--- config.mk ---
export PLATFORM = sky130hd
export DESIGN_NAME = trim_key_auto_repeat_top
export DESIGN_NICKNAME = d
export VERILOG_FILES = /design/src/rtl/core/tka_pkg.sv /design/src/rtl/core/tka_key.sv /design/src/rtl/core/trim_key_auto_repeat_top.sv
export SDC_FILE = /design/constraint.sdc
export NUM_CORES = 2
export LEC_CHECK = 0
export ABC_CLOCK_PERIOD_IN_PS = 16200
export CORE_MARGIN = 2
export CORE_UTILIZATION = 55
export DETAILED_ROUTE_END_ITERATION = 6
export DONT_BUFFER_PORTS = 1
export PLACE_DENSITY = 0.7
export SLEW_MARGIN = 20
export SYNTH_ARGS = -nofsm -noshare
export SYNTH_HDL_FRONTEND = slang
export SYNTH_HIERARCHICAL = 1
export SYNTH_SLANG_ARGS = --single-unit
--- constraint.sdc ---
create_clock -name clk -period 16.2 [get_ports clk]
set_clock_uncertainty 0.2 [all_clocks]
set_input_delay 1.62 -clock clk [delete_from_list [all_inputs] [get_ports clk]]
set_output_delay 1.62 -clock clk [all_outputs]
set_load 0.05 [all_outputs]
--- src/rtl/core/tka_pkg.sv ---
`timescale 1ns / 1ps
`default_nettype none
// ----------------------------------------------------------------------------
// tka_pkg
// Shared constants, types and register codes for the trim key auto-repeat
// block.
// ----------------------------------------------------------------------------
package tka_pkg;

  // Key and trim geometry
  localparam int NUM_KEYS  = 8;
  localparam int NUM_TRIMS = NUM_KEYS / 2;
  localparam int TRIM_W    = 8;
  localparam int TICK_W    = 16;

  // Auto-repeat period in ticks (1..255)
  localparam int REPEAT_PERIOD = 30;

  // elapsed / 10 as (elapsed * 205) >> 11, exact for 8-bit inputs
  localparam int ELAPSED_W   = 8;
  localparam int DIV10_MUL   = 205;
  localparam int DIV10_SHIFT = 11;
  localparam int DIV10_PROD_W = 16;
  localparam int ADD_W       = 5;

  // Divisibility test: n % P == 0 iff (n * ceil(2^F / P)) mod 2^F < ceil(2^F / P)
  // F covers the tick width plus the period width.
  localparam int MOD_FRAC_W = TICK_W + 8;
  localparam int MOD_MUL_W  = MOD_FRAC_W + 1;
  localparam int MOD_PROD_W = TICK_W + MOD_MUL_W;
  localparam logic [MOD_MUL_W-1:0] MOD_MUL =
    MOD_MUL_W'(((64'd1 << MOD_FRAC_W) + 64'(REPEAT_PERIOD) - 64'd1) / 64'(REPEAT_PERIOD));

  // Configuration register widths
  localparam int STEP_W  = 5;
  localparam int LIMIT_W = 7;
  localparam int CFG_ADDR_W = 5;
  localparam int CFG_DATA_W = 32;

  // Reset values
  localparam logic [NUM_KEYS-1:0] KEY_MASK_RST     = 8'd255;
  localparam logic [TICK_W-1:0]   PRESS_MIN_RST    = 16'd10;
  localparam logic [TICK_W-1:0]   REPEAT_DELAY_RST = 16'd50;
  localparam logic [STEP_W-1:0]   TRIM_STEP_RST    = 5'd4;
  localparam logic [LIMIT_W-1:0]  TRIM_LIMIT_RST   = 7'd100;

  // Register index (byte address / 4)
  typedef enum logic [2:0] {
    REG_KEY_MASK     = 3'd0,
    REG_PRESS_MIN    = 3'd1,
    REG_REPEAT_DELAY = 3'd2,
    REG_TRIM_STEP    = 3'd3,
    REG_TRIM_LIMIT   = 3'd4
  } reg_idx_t;

  // Item kinds carried on tuser
  localparam logic CMD_TICK = 1'b0;
  localparam logic CMD_LOAD = 1'b1;

  // Timing thresholds shared by all key lanes
  typedef struct packed {
    logic [TICK_W-1:0] press_min;
    logic [TICK_W-1:0] repeat_delay;
  } key_cfg_t;

  // Per-key status back to the top level
  typedef struct packed {
    logic key_event;
    logic repeating;
  } key_stat_t;

endpackage : tka_pkg
`default_nettype wire

--- src/rtl/core/tka_key.sv ---
`timescale 1ns / 1ps
`default_nettype none
// ----------------------------------------------------------------------------
// tka_key
// One key lane: released / pressed / repeating machine with a wrapping
// 16-bit tick counter. Steps once per tick item.
// ----------------------------------------------------------------------------
module tka_key
  import tka_pkg::*;
(
  input  wire logic             clk,
  input  wire logic             rst_n,
  input  wire logic             tick_en,
  input  wire logic             down,
  input  wire logic [ADD_W-1:0] add,
  input  wire key_cfg_t         cfg,
  output key_stat_t             stat
);

  typedef enum logic [1:0] {
    PH_RELEASED = 2'd0,
    PH_PRESSED  = 2'd1,
    PH_REPEAT   = 2'd2
  } phase_t;

  phase_t              phase_r, phase_nxt;
  logic [TICK_W-1:0]   ticks_r, ticks_nxt;
  logic [TICK_W-1:0]   ticks_sum;
  logic [MOD_PROD_W-1:0] mod_prod;
  logic                on_period;
  logic                fire_event;

  // Counter advance, wraps at 16 bits
  assign ticks_sum = ticks_r + TICK_W'(add);

  // Repeat period hit: multiply by the period's inverse, check the fraction
  assign mod_prod  = MOD_PROD_W'(ticks_sum) * MOD_PROD_W'(MOD_MUL);
  assign on_period = {1'b0, mod_prod[MOD_FRAC_W-1:0]} < MOD_MUL;

  // Next state and event
  always_comb begin
    phase_nxt  = phase_r;
    ticks_nxt  = ticks_r;
    fire_event = 1'b0;
    if (tick_en) begin
      ticks_nxt = ticks_sum;
      case (phase_r)
        PH_RELEASED: begin
          if (down && ticks_sum >= cfg.press_min) begin
            phase_nxt = PH_PRESSED;
            ticks_nxt = '0;
          end
        end
        PH_PRESSED: begin
          if (down) begin
            if (ticks_sum >= cfg.repeat_delay) begin
              fire_event = 1'b1;
              phase_nxt  = PH_REPEAT;
            end
          end else begin
            fire_event = ticks_sum >= cfg.press_min;
            phase_nxt  = PH_RELEASED;
            ticks_nxt  = '0;
          end
        end
        PH_REPEAT: begin
          if (down) begin
            fire_event = on_period;
          end else begin
            phase_nxt = PH_RELEASED;
            ticks_nxt = '0;
          end
        end
        // unused phase code: machine holds, counter still advances
        default: begin
          phase_nxt = phase_r;
        end
      endcase
    end
  end

  always_ff @(posedge clk) begin
    if (!rst_n) begin
      phase_r <= PH_RELEASED;
      ticks_r <= '0;
    end else begin
      phase_r <= phase_nxt;
      ticks_r <= ticks_nxt;
    end
  end

  assign stat.key_event = fire_event;
  assign stat.repeating = (phase_nxt == PH_REPEAT);

endmodule : tka_key
`default_nettype wire

--- src/rtl/core/trim_key_auto_repeat_top.sv ---
`timescale 1ns / 1ps
`default_nettype none
// ----------------------------------------------------------------------------
// trim_key_auto_repeat_top
// Eight debounced trim keys with auto repeat driving four clamped trims.
// ----------------------------------------------------------------------------
// Usage:
//   in_*  : one item per transfer. in_tuser is the command (tick or load).
//           A tick samples the eight keys and advances every key counter by
//           elapsed_time / 10; a load writes one trim value as given.
//   out_* : one result per item: the four trims, the keys that fired an
//           event on this item and the keys now in auto repeat.
//   cfg_* : register port, a setup and an access phase per write,
//           always ready. Write registers only while the block is idle.
// Timing:
//   An accepted item passes through an input register, then the key
//   machines and trim adders feed the output register. One item per
//   cycle is sustained while out_tready keeps up; the key and trim state
//   closes its loop within the compute stage.
// Reset: all keys released, counters and trims zero, registers at defaults,
//   both pipeline stages empty.
// Stall: while out_tvalid is high and out_tready low the whole pipe holds
//   and in_tready drops; it rises again in the cycle the result is taken.
// ----------------------------------------------------------------------------
module trim_key_auto_repeat_top
  import tka_pkg::*;
(
  input  wire logic                  clk,
  input  wire logic                  rst_n,
  // Input stream
  input  wire logic                  in_tvalid,
  output logic                       in_tready,
  // [7:0] key_pressed, [15:8] elapsed_time, [17:16] trim_index,
  // [25:18] trim_value, [31:26] zero
  input  wire logic [31:0]           in_tdata,
  // [0] cmd
  input  wire logic                  in_tuser,
  // Result stream
  output logic                       out_tvalid,
  input  wire logic                  out_tready,
  // [7:0] trim_0, [15:8] trim_1, [23:16] trim_2, [31:24] trim_3,
  // [39:32] key_events, [47:40] repeating_keys
  output logic [47:0]                out_tdata,
  // Configuration port
  input  wire logic                  cfg_psel,
  input  wire logic                  cfg_penable,
  input  wire logic                  cfg_pwrite,
  input  wire logic [CFG_ADDR_W-1:0] cfg_paddr,
  input  wire logic [CFG_DATA_W-1:0] cfg_pwdata,
  output logic [CFG_DATA_W-1:0]      cfg_prdata,
  output logic                       cfg_pready
);

  // Configuration registers
  logic [NUM_KEYS-1:0] key_mask_r;
  logic [TICK_W-1:0]   press_min_r;
  logic [TICK_W-1:0]   repeat_delay_r;
  logic [STEP_W-1:0]   trim_step_r;
  logic [LIMIT_W-1:0]  trim_limit_r;
  logic                cfg_wr;
  logic [2:0]          cfg_idx;
  key_cfg_t            key_cfg;

  // Input stage
  logic                          s1_valid_r;
  logic                          s1_cmd_r;
  logic [NUM_KEYS-1:0]           s1_keys_r;
  logic [ADD_W-1:0]              s1_add_r;
  logic [1:0]                    s1_idx_r;
  logic signed [TRIM_W-1:0]      s1_val_r;
  logic [DIV10_PROD_W-1:0]       div10_prod;

  // Compute stage and output register
  logic                          advance;
  logic                          fire;
  logic                          tick;
  key_stat_t                     key_stat [NUM_KEYS];
  logic [NUM_KEYS-1:0]           key_ev;
  logic [NUM_KEYS-1:0]           key_rep;
  logic signed [TRIM_W-1:0]      trim_r   [NUM_TRIMS];
  logic signed [TRIM_W-1:0]      trim_nxt [NUM_TRIMS];
  logic                          out_valid_r;
  logic [47:0]                   out_data_r;

  // One key event applied to a trim: wide add, then clamp to +-limit
  function automatic logic signed [TRIM_W-1:0] apply_trim(
    input logic signed [TRIM_W-1:0] v,
    input logic                     up,
    input logic [STEP_W-1:0]        step,
    input logic [LIMIT_W-1:0]       lim
  );
    logic signed [TRIM_W+1:0] vx;
    logic signed [TRIM_W+1:0] step_s;
    logic signed [TRIM_W+1:0] lim_s;
    logic signed [TRIM_W+1:0] sum;
    vx     = {{2{v[TRIM_W-1]}}, v};
    step_s = $signed({{(TRIM_W+2-STEP_W){1'b0}}, step});
    lim_s  = $signed({{(TRIM_W+2-LIMIT_W){1'b0}}, lim});
    sum    = up ? (vx + step_s) : (vx - step_s);
    if (sum > lim_s) sum = lim_s;
    if (sum < -lim_s) sum = -lim_s;
    return sum[TRIM_W-1:0];
  endfunction

  // ---------------- configuration port ----------------
  assign cfg_pready = 1'b1;
  assign cfg_wr     = cfg_psel && cfg_penable && cfg_pwrite && cfg_pready;
  assign cfg_idx    = cfg_paddr[4:2];

  always_ff @(posedge clk) begin
    if (!rst_n) begin
      key_mask_r     <= KEY_MASK_RST;
      press_min_r    <= PRESS_MIN_RST;
      repeat_delay_r <= REPEAT_DELAY_RST;
      trim_step_r    <= TRIM_STEP_RST;
      trim_limit_r   <= TRIM_LIMIT_RST;
    end else if (cfg_wr) begin
      case (cfg_idx)
        REG_KEY_MASK:     key_mask_r     <= cfg_pwdata[NUM_KEYS-1:0];
        REG_PRESS_MIN:    press_min_r    <= cfg_pwdata[TICK_W-1:0];
        REG_REPEAT_DELAY: repeat_delay_r <= cfg_pwdata[TICK_W-1:0];
        REG_TRIM_STEP:    trim_step_r    <= cfg_pwdata[STEP_W-1:0];
        REG_TRIM_LIMIT:   trim_limit_r   <= cfg_pwdata[LIMIT_W-1:0];
        default: ;
      endcase
    end
  end

  // Register readback
  always_comb begin
    case (cfg_idx)
      REG_KEY_MASK:     cfg_prdata = CFG_DATA_W'(key_mask_r);
      REG_PRESS_MIN:    cfg_prdata = CFG_DATA_W'(press_min_r);
      REG_REPEAT_DELAY: cfg_prdata = CFG_DATA_W'(repeat_delay_r);
      REG_TRIM_STEP:    cfg_prdata = CFG_DATA_W'(trim_step_r);
      REG_TRIM_LIMIT:   cfg_prdata = CFG_DATA_W'(trim_limit_r);
      default:          cfg_prdata = '0;
    endcase
  end

  assign key_cfg.press_min    = press_min_r;
  assign key_cfg.repeat_delay = repeat_delay_r;

  // ---------------- pipeline control ----------------
  // Whole pipe moves unless a finished result is waiting and not taken
  assign advance   = !out_valid_r || out_tready;
  assign in_tready = advance;
  assign fire      = advance && s1_valid_r;
  assign tick      = fire && (s1_cmd_r == CMD_TICK);

  // ---------------- input stage ----------------
  // elapsed / 10 by reciprocal multiply
  assign div10_prod = DIV10_PROD_W'(in_tdata[15:8]) * DIV10_PROD_W'(DIV10_MUL);

  always_ff @(posedge clk) begin
    if (!rst_n) begin
      s1_valid_r <= 1'b0;
    end else if (advance) begin
      s1_valid_r <= in_tvalid;
    end
  end

  always_ff @(posedge clk) begin
    if (advance && in_tvalid) begin
      s1_cmd_r  <= in_tuser;
      s1_keys_r <= in_tdata[7:0] & key_mask_r;
      s1_add_r  <= div10_prod[DIV10_SHIFT +: ADD_W];
      s1_idx_r  <= in_tdata[17:16];
      s1_val_r  <= $signed(in_tdata[25:18]);
    end
  end

  // ---------------- key lanes ----------------
  for (genvar k = 0; k < NUM_KEYS; k++) begin : g_key
    tka_key u_key (
      .clk     (clk),
      .rst_n   (rst_n),
      .tick_en (tick),
      .down    (s1_keys_r[k]),
      .add     (s1_add_r),
      .cfg     (key_cfg),
      .stat    (key_stat[k])
    );
    assign key_ev[k]  = key_stat[k].key_event;
    assign key_rep[k] = key_stat[k].repeating;
  end

  // ---------------- trim update ----------------
  // Per trim: even key first, then odd key. Trim 0 runs in reverse.
  always_comb begin
    logic signed [TRIM_W-1:0] v;
    for (int p = 0; p < NUM_TRIMS; p++) begin
      v = trim_r[p];
      if (tick) begin
        if (key_ev[2*p])   v = apply_trim(v, p == 0, trim_step_r, trim_limit_r);
        if (key_ev[2*p+1]) v = apply_trim(v, p != 0, trim_step_r, trim_limit_r);
      end else if (fire && (32'(s1_idx_r) == 32'(p))) begin
        v = s1_val_r;
      end
      trim_nxt[p] = v;
    end
  end

  always_ff @(posedge clk) begin
    if (!rst_n) begin
      for (int p = 0; p < NUM_TRIMS; p++) trim_r[p] <= '0;
    end else begin
      for (int p = 0; p < NUM_TRIMS; p++) trim_r[p] <= trim_nxt[p];
    end
  end

  // ---------------- output register ----------------
  always_ff @(posedge clk) begin
    if (!rst_n) begin
      out_valid_r <= 1'b0;
    end else if (advance) begin
      out_valid_r <= s1_valid_r;
    end
  end

  always_ff @(posedge clk) begin
    if (fire) begin
      out_data_r <= {key_rep, key_ev,
                     trim_nxt[3], trim_nxt[2], trim_nxt[1], trim_nxt[0]};
    end
  end

  assign out_tvalid = out_valid_r;
  assign out_tdata  = out_data_r;

endmodule : trim_key_auto_repeat_top
`default_nettype wire

---- After elaboration in Yosys (flattened, before gate mapping) ----
Memories as Yosys holds them, arrays and structs flattened.
Cells that the tools add are included.
operators by class
  add/sub/neg operators ................... 17
  multipliers ............................. 9
  magnitude comparators ................... 40
  equality and inequality tests ........... 31
  mux-type cells .......................... 171
  bitwise gates (word level) .............. 6
  reductions and logical operators ........ 42
operator list
  kind                                                   count
  >= comparator 16 bit                                   16
  2-to-1 mux 16 bit                                      16
  2-to-1 mux 8 bit                                       32
  case mux 16 bit (2 select lines)                       8
  2-to-1 mux 10 bit                                      24
  < comparator 24 x 20 -> 1 bit (second input constant)  8
  multiplier 16 x 20 -> 24 bit (second input constant)   8
  adder 16 x 5 -> 16 bit                                 8
  < comparator 10 bit                                    8
  2-to-1 mux 2 bit                                       40
  case mux 16 bit (5 select lines)                       1
  > comparator 9 x 8 -> 1 bit                            8
  case mux 2 bit (3 select lines)                        8
  adder 8 x 6 -> 9 bit                                   4
  equality test 2 bit (second input constant)            18
  subtractor 8 x 6 -> 9 bit                              4
  2-to-1 mux 1 bit                                       34
  equality test 2 x 1 -> 1 bit (second input constant)   9
  zero test 2 bit                                        9
  logical AND 1 bit                                      17
  multiplier 8 x 8 -> 16 bit (second input constant)     1
  case mux 1 bit (2 select lines)                        8
  OR reduction 2 bit                                     8
  negation 7 -> 10 bit                                   1
  10 further kinds                                       18
word-level totals
  register bits ........................... 270
  RAM bits ................................ 32
  bits of input ports ..................... 77
  logic and storage cells ................. 346
  memories kept ........................... 1
memory list
  name    words  width  read ports  clocked after memory_dff  write ports  line                            text
  trim_r  4      8      4           0                         4            trim_key_auto_repeat_top.sv:80  logic signed [TRIM_W-1:0] trim_r [NUM_TRIMS];

---- Depth between registers and ports, before layout ----
  depth in word-level cells ............... 22
  depth in mapped cells ................... 64
  mapped depth without buffers ............ 61

---- Hierarchy ----
Netlist, hierarchy kept.
modules (own cells, without submodules)
  module                         times used  cells each  area each (um^2)
  trim_key_auto_repeat_top       1           1713        14944.3
  tka_key at g_key[0].u_key ...  3           523         4357.9
  tka_key at g_key[4].u_key ...  2           505         4159.0
  tka_key at g_key[3].u_key      1           533         4399.2
  tka_key at g_key[7].u_key      1           524         4344.2
  tka_key at g_key[6].u_key      1           488         4227.8

---- Least setup slack after synthesis ----
OpenSTA, ideal clock, no wires.
  path type ............................... flip-flop to flip-flop
  start point ............................. register s1_add_r[1]
  end point ............................... register out_data_r[26] (netlist: out_tdata[26]), data pin
  data arrival time ....................... 12.257 ns
  required time ........................... 15.702 ns
  setup slack ............................. 3.445 ns
  stages on the path, launching flop included .. 61
  buffers on the path ..................... 4
  clock period less this slack ............ 12.755 ns
  path through ............................ edfxtp_1 fa_1 a21o_1 a21oi_1 nor2b_1 o21ai_1 or2_1 clkbuf_1 nor2_1 xor2_1 ha_1 inv_1 fa_1 fa_1 fa_1 inv_1 ha_1 ha_1 (+25 left out) a21boi_0 o221ai_1 o211a_1 or2_2 buf_2 mux2_2 ha_1 a21o_1 a221o_1 a21oi_1 nor2b_1 o21ai_0 and3b_1 nand2_1 nor3_1 nor2_1 nor2_1 a211oi_1
RTL lines
  what                      line                             text
  start: declaration        trim_key_auto_repeat_top.sv:68   logic [ADD_W-1:0] s1_add_r;
  start signal: assignment  trim_key_auto_repeat_top.sv:167  s1_add_r <= div10_prod[DIV10_SHIFT +: ADD_W];
  end signal: assignment    trim_key_auto_repeat_top.sv:223  out_data_r <= {key_rep, key_ev,
  end: declaration          trim_key_auto_repeat_top.sv:83   logic [47:0] out_data_r;

==> flow_summary.toml <==
[floorplanning]
start_util_pct = 55.6
core_um2 = 88600
rows = 109
dieHeight_um = 303
die_w_um = 303
pin_count = 160
die_area_um2 = 92100

[setup_path]
criticalPathCategory = "flop to flop"
cp-end-kind = "flop"
crit_family = "compound AO/OA/AOI/OAI gates"
cp-startpoint = "s1_add_r[1]$_DFFE_PP_"
cpMaxStageDelayCell = "edfxtp_1"
cp-start-kind = "flop"
rr_worst_depth = 57
crit_required_ps = 16310
arrival_ps = 14730
regToRegStartpoint = "s1_add_r[1]$_DFFE_PP_"
rrSetupSlack_ps = 1580
critPathMaxStageDelay_ps = 790
cp.depth = 57
timing.rr.end = "out_tdata[16]$_DFFE_PP_"
endpoint = "out_tdata[16]$_DFFE_PP_"
path_buf_inv = 8
cp_max_fo = 12

[synthesis]
synth_fa_ha_area_share_pct = 37.1
yosysSeqAreaShare_pct = 13.7
ys_ff_latch = 302
synthCells = 5837
ys_warn_count = 6
postSynth.asyncResetShare_pct = 0
ys.flop_type = "dfxtp_1"
ys_types = 125
synth_edf_count = 72
syn_avg_cell_area_um2 = 8.45
synth_top_family_by_area = "adder cells"
yosysMostFrequentCell = "ha_1"
synth_xor_area_share_pct = 4.49
synthSimpleGateAreaFrac_pct = 14.7
netlist_area_um2 = 49300
synth_common_cells = "1087 x ha_1, 921 x inv_1, 366 x nand2_1, 341 x a21oi_1, 313 x nor2_1"
yosysTopAreaCell = "ha_1"
ys_top_cells_by_area = "ha_1 28%, fa_1 9.5%, dfxtp_1 9.3%"
synth.mux.area_fraction_pct = 2.99
synth_compound_area_share_pct = 18.5
yosys.area.top_type_share_pct = 27.6

[sta]
max-slew-margin-rel_pct = 27.4
hold_viol = 0
min_period_ps = 14620
worstMarginPinSlew_ps = 1090
setup_slack_ps = 1580
fin_setup_tns_ps = 0
rsz0062_at_grt = "no"
period_share_pct = 90.3
slew_viol_final = 0
fmax_mhz = 68.4
setup_violations = 0

[place]
gp_congestion = 0.983
port_buffers = 0
dp.cells = 6972
hpwl_um = 112000
place_ws_ps = 1800
placed_area_um2 = 50800

[clocking]
htreeDepth = 2
cts_tree = "yes"
cts_buffers = 36
numClockSinks = 302
path_clk_slew_ps = 70
cts_setup_buffers = 0
cts_buffer_depth = 3
ctsResizeCount = 0
ctsRootBufferMaster = "clkbuf_16"
insertion_delay_ps = 580
cts_hold_buf = 0

[routing]
dr_total_vias = 42700
via_per_inst = 6.06
drt_pass1_iterations = 7
drt_iter0_drc = 3679
routed_wl_um = 145000
wire_per_inst_um = 20.5
ant_nets = 0
drc = 0

[grt]
grtUsageTotal_pct = 31.0
overflow = 0
grt_max_degree = 96
antenna_found_initial = 12
grt_pass1_vias = 41000
grt_pass1_wl_um = 225000

[power_and_ir_drop]
p_leak_nw = 26.4
ir_worst_vdd_mv = 0.117
cellPowerDensity_nw_per_um2 = 96.8
total_power_mw = 5.04

[finish]
design_area_um2 = 52100
drive_gt1_share_pct = 5.18
multi_input_area_um2 = 38400
nNetsFinal = 7244
area_delta_synth_final_pct = 5.71
seq_area_um2 = 6770
fillers = 7954
stdcell_count = 7042

[min_path]
hold_path_class = "flop to flop"

[flow_run]
cap_violations = 0

[status]
status = "finished clean"
## power breakdown
part / internal, mW / switching (mW)
sequential: 0.805 / 0.0569
clock: 0.542 / 0.372
combinational: 1.33 / 1.94
## routing by layer
layer	track usage, %	routed length (um)	vias up
li1	-	-	20600
met1	40.8	61500	20200
met2	49.9	63200	1579
met3	5.77	12800	390
met4	13.4	7050	10
met5	0	63	-
## worst reg2reg max path, delay by kind of cell (launching register included)
family                   cells  cell delay, ps
AO/OA/AOI/OAI               22            5300
adder cells (fa/ha/maj)     10            3170
AND/OR/NAND/NOR             12            1810
buffers and inverters        8            1310
XOR/XNOR                     3             960
multiplexers                 2             800
flip-flops                   1             790
## placed cells by master (no fill, tap or decap), types with 55 or more instances in the layout
cell type and count:
a211oi_1 57, a21o_1 167, a21oi_1 341, and2_1 55, and3_1 63, buf_4 85, dfxtp_1 230, edfxtp_1 72
fa_1 235, ha_1 1087, inv_1 919, mux2i_1 102, nand2_1 366, nand2b_1 99, nand3_1 127, nand4_1 97
nor2_1 313, nor2b_1 78, nor3_1 69, o21ai_0 189, xnor2_1 155, xor2_1 98
## state kept, by name, summed over array words and instances (netlist names), 2 cells and up
| name | cells |
|---|---|
| press_min_r | 16 |
| repeat_delay_r | 16 |
| s1_idx_r | 2 |
| trim_limit_r | 7 |
| g_key.u_key/phase_r | 16 |
| key_mask_r | 8 |
| out_tdata | 48 |
| s1_val_r | 8 |
| g_key.u_key/ticks_r | 128 |
| trim_step_r | 5 |
| trim_r | 32 |
| s1_add_r | 5 |
| s1_keys_r | 8 |
## worst min-delay path by stage
stage | startpoint | to | depth (start not counted) | slack [ps]
2_1_floorplan | g_key[4].u_key/ticks_r[0]$_SDFFE_PN0P_ | g_key[4].u_key/ticks_r[0]$_SDFFE_PN0P_ | 2 | 230
4_1_cts | g_key[4].u_key/ticks_r[2]$_SDFFE_PN0P_ | g_key[4].u_key/ticks_r[2]$_SDFFE_PN0P_ | 2 | 260
3_3_place_gp | g_key[4].u_key/ticks_r[2]$_SDFFE_PN0P_ | g_key[4].u_key/ticks_r[2]$_SDFFE_PN0P_ | 2 | 240
6_report | g_key[4].u_key/ticks_r[4]$_SDFFE_PN0P_ | g_key[4].u_key/ticks_r[4]$_SDFFE_PN0P_ | 2 | 260
3_5_place_dp | g_key[4].u_key/ticks_r[2]$_SDFFE_PN0P_ | g_key[4].u_key/ticks_r[2]$_SDFFE_PN0P_ | 2 | 250
5_1_grt | g_key[5].u_key/ticks_r[2]$_SDFFE_PN0P_ | g_key[5].u_key/ticks_r[2]$_SDFFE_PN0P_ | 2 | 290
## through the flow
| stage | utilization, % | hold slack, ps |
|---|---|---|
| after floorplan | - | 229 |
| after global placement | 57.3 | 241 |
| after detailed placement | 57.3 | 251 |
| after CTS | 58.8 | 263 |
| after global routing | 58.8 | 290 |
| final | 58.8 | 261 |
## cell families (layout without fill, tap and decap cells)
logic type               Yosys count  count (layout)
other                              2              23
AND/OR/NAND/NOR                 1426            1426
adder cells (fa/ha/maj)         1322            1322
buffers and inverters           1064            1083
XOR/XNOR                         253             253
AO/OA/AOI/OAI                   1327            1327
flip-flops                       302             302
multiplexers                     141             141
## final cells by class
type	instances	area share [%]
clock buffers	45	1.95
well taps	1165	2.80
flip-flops and latches	302	13.0
diodes	6	0.0288
repair buffers	88	1.29
inverters	931	6.71
clock inverters	19	0.499
multi-input cells	4486	73.7
No activity file was read; power rests on OpenSTA's default activity.
